File: src/rtl/acd_pkg.sv
// Shared types and constants for the accelerometer shake detector.
// Used by acd_front, acd_fifo, acd_back and accel_shake_detector. No dependencies.
`default_nettype none

package acd_pkg;

  // Input item kinds
  typedef enum logic {
    KIND_SAMPLE = 1'b0,
    KIND_POLL   = 1'b1
  } kind_t;

  // Configuration register indexes
  typedef enum logic [2:0] {
    REG_JOLT_THRESHOLD = 3'd0,
    REG_JOLTS_NEEDED   = 3'd1,
    REG_WINDOW         = 3'd2,
    REG_COOLDOWN       = 3'd3,
    REG_GRAVITY        = 3'd4,
    REG_WAKE_DEVIATION = 3'd5
  } cfg_idx_t;

  localparam int unsigned MG_W      = 14;  // milli-g register width
  localparam int unsigned ACC_W     = 14;  // signed axis width
  localparam int unsigned MS_W      = 16;  // window / cooldown width
  localparam int unsigned CNT_W     = 4;   // jolt count width
  localparam int unsigned TS_W      = 32;  // timestamp width
  localparam int unsigned CFG_W     = 16;  // config write data width
  localparam int unsigned SQ_W      = 27;  // one axis squared
  localparam int unsigned M2_W      = 28;  // sum of three squares
  localparam int unsigned HI_W      = 15;  // gravity + deviation
  localparam int unsigned HI2_W     = 30;  // (gravity + deviation) squared
  localparam int unsigned FIFO_DEPTH = 2;
  localparam int unsigned FIFO_AW    = 1;

  // Reset values of the registers and state
  localparam logic [MG_W-1:0]  RST_JOLT_THRESHOLD = 14'd1800;
  localparam logic [CNT_W-1:0] RST_JOLTS_NEEDED   = 4'd3;
  localparam logic [MS_W-1:0]  RST_WINDOW         = 16'd800;
  localparam logic [MS_W-1:0]  RST_COOLDOWN       = 16'd1500;
  localparam logic [MG_W-1:0]  RST_GRAVITY        = 14'd1000;
  localparam logic [MG_W-1:0]  RST_WAKE_DEVIATION = 14'd450;
  localparam logic [TS_W-1:0]  RST_COOLDOWN_END   = 32'd1500;
  localparam logic [CNT_W-1:0] CNT_MAX            = 4'd15;

  // Configuration register file contents
  typedef struct packed {
    logic [MG_W-1:0]  jolt_threshold_mg;
    logic [CNT_W-1:0] jolts_needed;
    logic [MS_W-1:0]  window_ms;
    logic [MS_W-1:0]  cooldown_ms;
    logic [MG_W-1:0]  gravity_mg;
    logic [MG_W-1:0]  wake_deviation_mg;
  } cfg_t;

  // Classified request handed from front to back
  typedef struct packed {
    kind_t           kind;
    logic            jolt_mag;   // magnitude above jolt threshold
    logic            moved_hit;  // magnitude outside gravity band
    logic [TS_W-1:0] now_ms;
  } cls_t;

endpackage

`default_nettype wire

File: src/rtl/accel_shake_detector.sv
// Top level of the accelerometer shake detector: config registers and the
// front / queue / back chain. Depends on acd_pkg, acd_front, acd_fifo, acd_back.
`default_nettype none

// One request enters per cycle while in_ready is high. Its squares are
// registered when it is accepted; the sum and compare are then written into a
// two-entry queue, and the back end pops the entry and writes its state update
// into the result register. Throughput is one request per cycle while results
// are taken, set by the back end, which updates the jolt count, window and
// cooldown state once per request. Squared thresholds are registered in the
// cycle after a config write. Each request gives exactly one result: shake on
// samples, the moved flag (then cleared) on polls.
module accel_shake_detector (
  input  wire logic                              clk,
  input  wire logic                              rst,
  input  wire logic                              cfg_wr_en,
  input  wire logic [2:0]                        cfg_index,
  input  wire logic [acd_pkg::CFG_W-1:0]         cfg_data,
  input  wire logic                              in_valid,
  output logic                                   in_ready,
  input  wire logic                              kind,
  input  wire logic signed [acd_pkg::ACC_W-1:0]  accel_x,
  input  wire logic signed [acd_pkg::ACC_W-1:0]  accel_y,
  input  wire logic signed [acd_pkg::ACC_W-1:0]  accel_z,
  input  wire logic [acd_pkg::TS_W-1:0]          now_ms,
  output logic                                   out_valid,
  input  wire logic                              out_ready,
  output logic                                   shake,
  output logic                                   moved
);

  // configuration registers; unknown indexes are ignored
  acd_pkg::cfg_t cfg;

  always_ff @(posedge clk) begin
    if (rst) begin
      cfg.jolt_threshold_mg <= acd_pkg::RST_JOLT_THRESHOLD;
      cfg.jolts_needed      <= acd_pkg::RST_JOLTS_NEEDED;
      cfg.window_ms         <= acd_pkg::RST_WINDOW;
      cfg.cooldown_ms       <= acd_pkg::RST_COOLDOWN;
      cfg.gravity_mg        <= acd_pkg::RST_GRAVITY;
      cfg.wake_deviation_mg <= acd_pkg::RST_WAKE_DEVIATION;
    end else if (cfg_wr_en) begin
      case (acd_pkg::cfg_idx_t'(cfg_index))
        acd_pkg::REG_JOLT_THRESHOLD: cfg.jolt_threshold_mg <= cfg_data[acd_pkg::MG_W-1:0];
        acd_pkg::REG_JOLTS_NEEDED:   cfg.jolts_needed      <= cfg_data[acd_pkg::CNT_W-1:0];
        acd_pkg::REG_WINDOW:         cfg.window_ms         <= cfg_data;
        acd_pkg::REG_COOLDOWN:       cfg.cooldown_ms       <= cfg_data;
        acd_pkg::REG_GRAVITY:        cfg.gravity_mg        <= cfg_data[acd_pkg::MG_W-1:0];
        acd_pkg::REG_WAKE_DEVIATION: cfg.wake_deviation_mg <= cfg_data[acd_pkg::MG_W-1:0];
        default: begin
          cfg.jolts_needed <= cfg.jolts_needed;
        end
      endcase
    end
  end

  logic          push;
  logic          full;
  logic          pop;
  logic          nonempty;
  acd_pkg::cls_t push_data;
  acd_pkg::cls_t pop_data;

  acd_front u_front (
    .clk       (clk),
    .rst       (rst),
    .cfg       (cfg),
    .in_valid  (in_valid),
    .in_ready  (in_ready),
    .kind      (kind),
    .accel_x   (accel_x),
    .accel_y   (accel_y),
    .accel_z   (accel_z),
    .now_ms    (now_ms),
    .push      (push),
    .push_data (push_data),
    .full      (full)
  );

  acd_fifo u_fifo (
    .clk       (clk),
    .rst       (rst),
    .push      (push),
    .push_data (push_data),
    .full      (full),
    .pop       (pop),
    .pop_data  (pop_data),
    .nonempty  (nonempty)
  );

  acd_back u_back (
    .clk       (clk),
    .rst       (rst),
    .cfg       (cfg),
    .nonempty  (nonempty),
    .req       (pop_data),
    .pop       (pop),
    .out_valid (out_valid),
    .out_ready (out_ready),
    .shake     (shake),
    .moved     (moved)
  );

endmodule

`default_nettype wire

File: src/rtl/acd_front.sv
// Front end: accepts requests, squares the axes and classifies the magnitude.
// Depends on acd_pkg. Squared thresholds are kept in registers from the config.
`default_nettype none

module acd_front (
  input  wire logic                          clk,
  input  wire logic                          rst,
  input  wire acd_pkg::cfg_t                 cfg,
  input  wire logic                          in_valid,
  output logic                               in_ready,
  input  wire logic                          kind,
  input  wire logic signed [acd_pkg::ACC_W-1:0] accel_x,
  input  wire logic signed [acd_pkg::ACC_W-1:0] accel_y,
  input  wire logic signed [acd_pkg::ACC_W-1:0] accel_z,
  input  wire logic [acd_pkg::TS_W-1:0]      now_ms,
  output logic                               push,
  output acd_pkg::cls_t                      push_data,
  input  wire logic                          full
);

  // squared thresholds
  logic [acd_pkg::M2_W-1:0]  th2;
  logic [acd_pkg::HI2_W-1:0] hi2;
  logic [acd_pkg::M2_W-1:0]  lo2;
  logic                      lo_en;
  logic [acd_pkg::HI_W-1:0]  hi_sum;
  logic [acd_pkg::MG_W-1:0]  lo_diff;

  assign hi_sum  = {1'b0, cfg.gravity_mg} + {1'b0, cfg.wake_deviation_mg};
  assign lo_diff = cfg.gravity_mg - cfg.wake_deviation_mg;

  always_ff @(posedge clk) begin
    th2   <= acd_pkg::M2_W'(cfg.jolt_threshold_mg) * acd_pkg::M2_W'(cfg.jolt_threshold_mg);
    hi2   <= acd_pkg::HI2_W'(hi_sum) * acd_pkg::HI2_W'(hi_sum);
    lo2   <= acd_pkg::M2_W'(lo_diff) * acd_pkg::M2_W'(lo_diff);
    lo_en <= cfg.gravity_mg > cfg.wake_deviation_mg;
  end

  // stage 1: per-axis squares
  logic                      s1_valid;
  acd_pkg::kind_t            s1_kind;
  logic [acd_pkg::TS_W-1:0]  s1_now;
  logic [acd_pkg::SQ_W-1:0]  sq_x, sq_y, sq_z;
  logic                      s1_adv;

  // full-width signed products
  logic signed [2*acd_pkg::ACC_W-1:0] p_x, p_y, p_z;

  assign p_x = (2*acd_pkg::ACC_W)'(accel_x) * (2*acd_pkg::ACC_W)'(accel_x);
  assign p_y = (2*acd_pkg::ACC_W)'(accel_y) * (2*acd_pkg::ACC_W)'(accel_y);
  assign p_z = (2*acd_pkg::ACC_W)'(accel_z) * (2*acd_pkg::ACC_W)'(accel_z);

  assign s1_adv   = s1_valid && !full;
  assign in_ready = !s1_valid || !full;

  always_ff @(posedge clk) begin
    if (rst) begin
      s1_valid <= 1'b0;
    end else if (in_ready) begin
      s1_valid <= in_valid;
    end
  end

  always_ff @(posedge clk) begin
    if (in_valid && in_ready) begin
      s1_kind <= acd_pkg::kind_t'(kind);
      s1_now  <= now_ms;
      sq_x    <= p_x[acd_pkg::SQ_W-1:0];
      sq_y    <= p_y[acd_pkg::SQ_W-1:0];
      sq_z    <= p_z[acd_pkg::SQ_W-1:0];
    end
  end

  // sum and compare into the queue
  logic [acd_pkg::M2_W-1:0] m2;

  assign m2 = {1'b0, sq_x} + {1'b0, sq_y} + {1'b0, sq_z};

  always_comb begin
    push                = s1_adv;
    push_data.kind      = s1_kind;
    push_data.now_ms    = s1_now;
    push_data.jolt_mag  = m2 > th2;
    push_data.moved_hit = ({2'b00, m2} > hi2) || (lo_en && (m2 < lo2));
  end

endmodule

`default_nettype wire

File: src/rtl/acd_fifo.sv
// Two-entry queue of classified requests between front and back.
// Depends on acd_pkg.
`default_nettype none

module acd_fifo (
  input  wire logic          clk,
  input  wire logic          rst,
  input  wire logic          push,
  input  wire acd_pkg::cls_t push_data,
  output logic               full,
  input  wire logic          pop,
  output acd_pkg::cls_t      pop_data,
  output logic               nonempty
);

  acd_pkg::cls_t                 mem [acd_pkg::FIFO_DEPTH];
  logic [acd_pkg::FIFO_AW-1:0]   wr_ptr;
  logic [acd_pkg::FIFO_AW-1:0]   rd_ptr;
  logic [acd_pkg::FIFO_AW:0]     count;

  assign full     = count == (acd_pkg::FIFO_AW+1)'(acd_pkg::FIFO_DEPTH);
  assign nonempty = count != '0;
  assign pop_data = mem[rd_ptr];

  // entry storage
  always_ff @(posedge clk) begin
    if (push) begin
      mem[wr_ptr] <= push_data;
    end
  end

  // pointers and fill count
  always_ff @(posedge clk) begin
    if (rst) begin
      wr_ptr <= '0;
      rd_ptr <= '0;
      count  <= '0;
    end else begin
      if (push) wr_ptr <= wr_ptr + 1'b1;
      if (pop)  rd_ptr <= rd_ptr + 1'b1;
      if (push && !pop) begin
        count <= count + 1'b1;
      end else if (pop && !push) begin
        count <= count - 1'b1;
      end
    end
  end

endmodule

`default_nettype wire

File: src/rtl/acd_back.sv
// Back end: jolt counting, window and cooldown timing, moved flag, result register.
// Depends on acd_pkg. Pops one queued request per cycle while no result is stalled.
`default_nettype none

module acd_back (
  input  wire logic          clk,
  input  wire logic          rst,
  input  wire acd_pkg::cfg_t cfg,
  input  wire logic          nonempty,
  input  wire acd_pkg::cls_t req,
  output logic               pop,
  output logic               out_valid,
  input  wire logic          out_ready,
  output logic               shake,
  output logic               moved
);

  // detector state
  logic [acd_pkg::CNT_W-1:0] jolt_count, jolt_count_next;
  logic [acd_pkg::TS_W-1:0]  window_begin, window_begin_next;
  logic [acd_pkg::TS_W-1:0]  cooldown_end, cooldown_end_next;
  logic                      moved_flag, moved_flag_next;
  logic                      shake_next, moved_next;

  assign pop = nonempty && (!out_valid || out_ready);

  logic [acd_pkg::TS_W-1:0]  d_cool;
  logic [acd_pkg::TS_W-1:0]  d_win;
  logic [acd_pkg::CNT_W-1:0] cnt_inc;
  logic                      jolt, new_window, win_open, win_over;

  always_comb begin
    d_cool     = req.now_ms - cooldown_end;
    jolt       = (req.kind == acd_pkg::KIND_SAMPLE) && req.jolt_mag &&
                 !d_cool[acd_pkg::TS_W-1] && (d_cool != '0);
    new_window = jolt && (jolt_count == '0);
    // a fresh window starts at this sample, so its distance is zero
    d_win      = new_window ? '0 : (req.now_ms - window_begin);
    win_open   = d_win[acd_pkg::TS_W-1] ||
                 (d_win < {{(acd_pkg::TS_W-acd_pkg::MS_W){1'b0}}, cfg.window_ms});
    win_over   = !d_win[acd_pkg::TS_W-1] &&
                 (d_win > {{(acd_pkg::TS_W-acd_pkg::MS_W){1'b0}}, cfg.window_ms});
    cnt_inc    = (jolt_count == acd_pkg::CNT_MAX) ? jolt_count : jolt_count + 1'b1;

    jolt_count_next   = jolt_count;
    window_begin_next = new_window ? req.now_ms : window_begin;
    cooldown_end_next = cooldown_end;
    moved_flag_next   = moved_flag;
    shake_next        = 1'b0;
    moved_next        = 1'b0;

    case (req.kind)
      acd_pkg::KIND_POLL: begin
        moved_next      = moved_flag;
        moved_flag_next = 1'b0;
      end
      acd_pkg::KIND_SAMPLE: begin
        if (req.moved_hit) moved_flag_next = 1'b1;
        if (jolt) jolt_count_next = cnt_inc;
        if (jolt && (cnt_inc >= cfg.jolts_needed) && win_open) begin
          jolt_count_next   = '0;
          cooldown_end_next = req.now_ms +
                              {{(acd_pkg::TS_W-acd_pkg::MS_W){1'b0}}, cfg.cooldown_ms};
          shake_next        = 1'b1;
        end else if (win_over) begin
          // window ran out: drop the partial burst
          jolt_count_next = '0;
        end
      end
      default: begin
        moved_next = 1'b0;
      end
    endcase
  end

  always_ff @(posedge clk) begin
    if (rst) begin
      jolt_count   <= '0;
      window_begin <= '0;
      cooldown_end <= acd_pkg::RST_COOLDOWN_END;
      moved_flag   <= 1'b0;
    end else if (pop) begin
      jolt_count   <= jolt_count_next;
      window_begin <= window_begin_next;
      cooldown_end <= cooldown_end_next;
      moved_flag   <= moved_flag_next;
    end
  end

  // result register
  always_ff @(posedge clk) begin
    if (rst) begin
      out_valid <= 1'b0;
    end else if (pop) begin
      out_valid <= 1'b1;
    end else if (out_ready) begin
      out_valid <= 1'b0;
    end
  end

  always_ff @(posedge clk) begin
    if (pop) begin
      shake <= shake_next;
      moved <= moved_next;
    end
  end

`ifndef NO_ASSERTIONS
  // a result never reports shake and moved together
  a_exclusive: assert property (@(posedge clk) disable iff (rst)
    out_valid |-> !(shake && moved))
    else $error("shake and moved both set");

  // a shake restarts the jolt count
  a_shake_clears: assert property (@(posedge clk) disable iff (rst)
    (pop && shake_next) |=> (jolt_count == '0))
    else $error("jolt count not cleared after shake");

  // a poll leaves the moved flag cleared
  a_poll_clears: assert property (@(posedge clk) disable iff (rst)
    (pop && (req.kind == acd_pkg::KIND_POLL)) |=> !moved_flag)
    else $error("moved flag not cleared by poll");

  // a result waiting on the consumer blocks the queue
  a_no_pop_stall: assert property (@(posedge clk) disable iff (rst)
    (out_valid && !out_ready) |-> !pop)
    else $error("queue popped while result stalled");
`endif

endmodule

`default_nettype wire

File: config.mk
export PLATFORM = sky130hd
export DESIGN_NAME = accel_shake_detector
export DESIGN_NICKNAME = d
export VERILOG_FILES = /design/src/rtl/acd_pkg.sv /design/src/rtl/accel_shake_detector.sv /design/src/rtl/acd_front.sv /design/src/rtl/acd_fifo.sv /design/src/rtl/acd_back.sv
export SDC_FILE = /design/constraint.sdc
export NUM_CORES = 2
export LEC_CHECK = 0
export BUFFER_PORTS_ARGS = -buffer_cell sky130_fd_sc_hd__buf_2
export CORE_UTILIZATION = 37
export DETAILED_ROUTE_END_ITERATION = 7
export SYNTH_ARGS = -nofsm -noshare
export SYNTH_HDL_FRONTEND = slang
export SYNTH_SLANG_ARGS = --single-unit
File: constraint.sdc
create_clock -name clk -period 10.3 [get_ports clk]
set_clock_uncertainty 0.05 [all_clocks]
set_input_delay 1.03 -clock clk [delete_from_list [all_inputs] [get_ports clk]]
set_output_delay 1.03 -clock clk [all_outputs]
set_load 0.02 [all_outputs]
# After elaboration in Yosys (flattened, before gate mapping)
# Memory sizes are Yosys's and may differ from the RTL's. A register that Yosys moved wholly into a read port is not among the register bits.
# Cells that the tools add are included.
# Widths: inputs -> output; s select.
dict set report totals {
  out_inout_bits 4
  n_memories 1
  ramBits 70
  ff_bits 356
  elab_cells 118
}
dict set report classes {
  mul 6
  magnitude_cmp 7
  n_bitwise 1
  reduce_logical 41
  eq_ne 8
  addsub 12
  mux 16
}
# name depth word_bits rd rd_clocked_by_memory_dff wr line_no
set memory_table {}
lappend memory_table {u_fifo.mem 2 35 1 1 1 acd_fifo.sv:16} ;# acd_pkg::cls_t mem [acd_pkg::FIFO_DEPTH];
# operator count
set ops {}
lappend ops {{$mul 14x14->27} 3}
lappend ops {{$sub 32x32->32} 2}
lappend ops {{$mul 14x14->28} 2}
lappend ops {{$add 32x16->32} 1}
lappend ops {{$gt 32x16->1} 1}
lappend ops {{$lt 32x16->1} 1}
lappend ops {{$mux 32} 1}
lappend ops {{$reduce_bool 32->1} 1}
lappend ops {{$gt 28x30->1} 1}
lappend ops {{$mul 15x15->30} 1}
lappend ops {{$add 27x27->28} 1}
lappend ops {{$add 28x27->28} 1}
lappend ops {{$gt 28x28->1} 1}
lappend ops {{$lt 28x28->1} 1}
lappend ops {{$mux 4} 4}
lappend ops {{$reduce_and 2->1} 8}
lappend ops {{$add 14x14->15} 1}
lappend ops {{$gt 14x14->1} 1}
lappend ops {{$sub 14x14->14} 1}
lappend ops {{$logic_and 1x1->1} 13}
lappend ops {{$mux 1} 8}
lappend ops {{$logic_not 1->1} 7}
lappend ops {{$eq 3x2->1 const B} 2}
lappend ops {{$eq 3x3->1 const B} 2}
lappend ops {{other kinds (18)} 26}

# Depth between registers and ports, before layout
dict set report logic_depth {
  depth_word 11
  depth_mapped 37
}

# By module
# Synthesis repeated with hierarchy kept, for this count alone.
dict set report unflattened {
  cells_unflattened 6317
  area_unflattened_um2 60412.9
}
# module cells_each instances area_per_inst_um2 seq_area_each_um2
set modules_own_cells {}
lappend modules_own_cells {acd_front 4763 1 46159.3 5014.8}
lappend modules_own_cells {acd_back 1135 1 8423.1 1461.4}
lappend modules_own_cells {accel_shake_detector 288 1 3085.5 1561.5}
lappend modules_own_cells {acd_fifo 131 1 2745.1 2202.1}

# Least setup slack after synthesis
# Ideal clock, no wire load.
dict set report synth_path {
  path_type {register to register}
  startpoint {reg, netlist name cfg[0]}
  endpoint {reg u_front.hi2[29] (netlist bit)}
  path_buffers 0
  arrival_time_ps 8236
  path_stages_with_launch 35
  slack_ps 1885
  required_time_ps 10121
  cell_sequence {dfxtp_1 > ha_1 > fa_1 > nand2b_1 > a21oi_1 > o21ai_0 > a21oi_1 > o21ai_0 > a21oi_1 > o311ai_0 > a21oi_1 > xor2_1 > clkinv_1 > and2_1 > fa_1 > inv_1 > fa_1 > inv_1 > fa_1 > fa_1 > fa_1 > inv_1 > fa_1 > inv_1 > ha_1 > a21o_1 > nand2_1 > o21a_1 > a21oi_1 > a211o_1 > a21o_1 > a21o_1 > a221o_1 > o41ai_1 > xnor2_1}
}
dict set report synth_via {
  elab_chain_len 2
}
# item line_no
set synth_lines {}
lappend synth_lines {{$add 14x14->15} acd_front.sv:29} ;# assign hi_sum = {1'b0, cfg.gravity_mg} + {1'b0, cfg.wake_deviation_mg};
lappend synth_lines {{$mul 15x15->30} acd_front.sv:34} ;# hi2 <= acd_pkg::HI2_W'(hi_sum) * acd_pkg::HI2_W'(hi_sum);
lappend synth_lines {{to (signal assigned)} acd_front.sv:34}
lappend synth_lines {{to (decl)} acd_front.sv:23} ;# logic [acd_pkg::HI2_W-1:0] hi2;
# No other way between the ends.
# A chain may end at the register's enable or synchronous reset.

# Final worst setup path
dict set report layout_path {
  startpoint {reg, netlist name cfg[1]}
  endpoint {reg u_front.hi2[29] (netlist bit)}
}
dict set report layout_via {
  elab_chain_len 2
}
# item line_no
set layout_lines {}
lappend layout_lines {{$add 14x14->15} acd_front.sv:29}
lappend layout_lines {{$mul 15x15->30} acd_front.sv:34}
# No other way between the ends.

==> out/qor.tcl <==
set qor(status) {finished clean}
set qor(global_route_wire_length_before_repair_um) 238000
set qor(place_worst_setup_slack_ps) 778
set qor(ioPinCount) 103
set qor(synth_seq_area_share) 0.172
set qor(final_area_sq_um) 64300
set qor(post_drt_via_cell_ratio) 4.96
set qor(critical_path.max_stage_delay_ps) 610
set qor(grt_antenna_before_repair) 14
set qor(final_layout_size_suffix_gt1_frac) 0.0505
set qor(nNetsFinal) 8069
set qor(post_cts.repair.setup_buffers) 0
set qor(detailedRoute.firstIterationViolations) 2221
set qor(cts_hold_buffers) 0
set qor(synthMostInstantiatedCell) {sky130_fd_sc_hd__inv_1}
set qor(cts_root_buffer) {sky130_fd_sc_hd__clkbuf_16}
set qor(total_grt_overflow) 0
set qor(tns_ps) 0
set qor(yosysUniqueCellTypes) 98
set qor(max-clock-path-buffers) 3
set qor(most_repeated_library_cell_on_the_critical_path) {sky130_fd_sc_hd__inv_1}
set qor(worstSkewPairLatency_ps) 630
set qor(remaining_drc_errors) 0
set qor(drtAntennaViolNets) 0
set qor(finalWorstPathRequiredPeriod_ps) 9630
set qor(wl_per_cell_um) 16.8
set qor(pin_count_of_the_biggest_net_entering_global_routing) 79
set qor(cts_tree) {built}
set qor(synth_edf_count) 183
set qor(grt_pass1_vias) 44700
set qor(fp.coreArea_sq_um) 160000
set qor(worst_path_maximum_fanout) 9
set qor(totalWireLength_um) 144000
set qor(sequential_cell_area_sq_um) 10200
set qor(tritoncts.num_buffers) 49
set qor(unrepaired_setup_endpoints_after_global_routing) {false}
set qor(final.fill_count) 16100
set qor(globalplace.congestion) 0.882
set qor(dp_hpwl_um) 120000
set qor(syn-instance-count) 6351
set qor(die-width_um) 404
set qor(critical_path.startpoint_type) {flip-flop}
set qor(dominantRegCellSynth) {sky130_fd_sc_hd__dfxtp_1}
set qor(die_area_sq_um) 163000
set qor(h-tree-depth) 2
set qor(port-buffer-count) 102
set qor(post_synth.cell_area_avg_sq_um) 9.40
set qor(yosysWarnings) 0
set qor(area_of_the_multi_input_gates_sq_um) 43900
set qor(tightest_slew_ps) 1290
set qor(drt-pass1-iter-count) 5
set qor(clk_pin_slew_worst_paths_ps) 60
set qor(rows) 147
set qor(fmax_mhz) 104
set qor(timing.max_cap.violations) 0
set qor(dpl-instance-area_sq_um) 62500
set qor(relative_slew_margins) 0.133
set qor(timing.critical_path.required_ps) 10740
set qor(hold_path.class) {flip-flop to flip-flop}
set qor(layout_worst_path_cycle_share) 0.935
set qor(vias) 42600
set qor(final_max_slew_viol_count) 0
set qor(critical_path_arrival_ps) 10080
set qor(synth.ff_latch_count) 420
set qor(worst_hold_slack_ps) 399
set qor(timing_worst_setup_path_type) {flip-flop to flip-flop}
set qor(synth_area_leaders) {sky130_fd_sc_hd__fa_1 31%, sky130_fd_sc_hd__ha_1 14%, sky130_fd_sc_hd__edfxtp_1 9.2%}
set qor(post-synth-top-area-cell) {sky130_fd_sc_hd__fa_1}
set qor(cts.sink_count) 420
set qor(mappedNetlistArea_sq_um) 59700
set qor(tot_gr_track_use) 0.182
set qor(critical_path.endpoint_type) {flip-flop}
set qor(async_reset_ff_frac) 0
set qor(area_growth_syn_to_layout_pct) 7.70
set qor(initial_cell_density_of_the_core) 0.372
set qor(setup-violations-final) 0
set qor(slowest_stage) {sky130_fd_sc_hd__xnor2_1}
set qor(synth.top_cells.by_count) {1290 x sky130_fd_sc_hd__inv_1, 913 x sky130_fd_sc_hd__fa_1, 681 x sky130_fd_sc_hd__ha_1, 551 x sky130_fd_sc_hd__nand2_1, 383 x sky130_fd_sc_hd__nor2_1}
set qor(finalWorstSetupSlack_ps) 668
set qor(die_h_um) 404
set qor(synth_top_area_share) 0.306
set qor(hold_viol) 0
set qor(cts_resized) 0
## critical path, delay by kind of cell (launching register included)
family | cells | cell delay (ps)
compound gates | 15 | 3490
xor+xnor | 2 | 740
fa+ha+maj | 8 | 3600
buf+inv | 8 | 1000
flops | 1 | 380
simple gates | 1 | 260
## routing by layer
metal	global-route usage	part of all wire	vias up
met4	0.0366	0.020	12
li1	-	-	20400
met2	0.301	0.47	797
met1	0.253	0.46	21200
met5	0	0.00053	-
met3	0.0250	0.049	187
## flip-flops by register name, summed over array words and instances, names as in the netlist, named ones only
register             count
u_fifo.mem              70
u_front.s1_valid         1
u_fifo.rd_ptr            1
u_back.shake             1
u_front.s1_kind          1
u_front.hi2             29
u_front.sq_y            26
u_front.sq_x            26
u_front.lo_en            1
u_back.moved_flag        1
cfg                     78
u_back.jolt_count        4
u_back.out_valid         1
u_back.window_begin     32
u_fifo.count             2
u_front.lo2             26
u_front.s1_now          32
u_back.cooldown_end     32
u_fifo.wr_ptr            1
u_front.sq_z            26
u_back.moved             1
u_front.th2             27
## final timing paths
kind | startpoint | to | slack, ps | depth (start not counted)
worst max-delay path | cfg[1] | u_front.hi2[29] | 670 | 34
worst min-delay path | u_front.s1_now[0] | u_fifo.mem[0][0] | 400 | 0
worst max register to register | cfg[1] | u_front.hi2[29] | 670 | 34
worst min register to register | u_front.s1_now[0] | u_fifo.mem[0][0] | 400 | 0
## layout make-up
cell class	instances	share of cell area
Tap cell	2160	0.0420
Sequential cell	420	0.159
Clock buffer	59	0.0205
Clock inverter	32	0.00744
Inverter	1298	0.0758
Multi-Input combinational cell	4476	0.683
Antenna cell	7	0.000273
Timing Repair Buffer	131	0.0114
## metrics by stage
| step | utilization | instances |
|---|---|---|
| 2_1_floorplan | - | 6352 |
| 3_3_place_gp | 0.389 | 8485 |
| 3_5_place_dp | 0.389 | 8485 |
| 4_1_cts | 0.401 | 8576 |
| 5_1_grt | 0.401 | 8577 |
| 6_report | 0.401 | 8583 |
## layout by cell type (no fill, tap or decap), types with 86 or more instances in the layout
cell and instances:
sky130_fd_sc_hd__inv_1 1290, sky130_fd_sc_hd__fa_1 913, sky130_fd_sc_hd__ha_1 681, sky130_fd_sc_hd__nand2_1 551, sky130_fd_sc_hd__nor2_1 382, sky130_fd_sc_hd__a21oi_1 272, sky130_fd_sc_hd__dfxtp_1 236, sky130_fd_sc_hd__and2_1 228
sky130_fd_sc_hd__xnor2_1 205, sky130_fd_sc_hd__edfxtp_1 183, sky130_fd_sc_hd__o21ai_0 112, sky130_fd_sc_hd__buf_2 101, sky130_fd_sc_hd__a21o_1 96, sky130_fd_sc_hd__nand3_1 90, sky130_fd_sc_hd__xor2_1 90, sky130_fd_sc_hd__nand2b_1 86
## kinds of logic (layout without fill, tap and decap cells)
logic type | count (synthesis) | count (layout) | share of synthesized area
other cells | 2 | 10 | 0.000126
fa+ha+maj | 1594 | 1594 | 0.449
buf+inv | 1456 | 1520 | 0.0931
xor+xnor | 296 | 296 | 0.0434
mux | 82 | 82 | 0.0147
compound gates | 866 | 866 | 0.0974
flops | 420 | 420 | 0.172
simple gates | 1635 | 1635 | 0.131
Power is not shown: default switching activity piles up to over one toggle a cycle in this logic, so the estimate is an artifact.
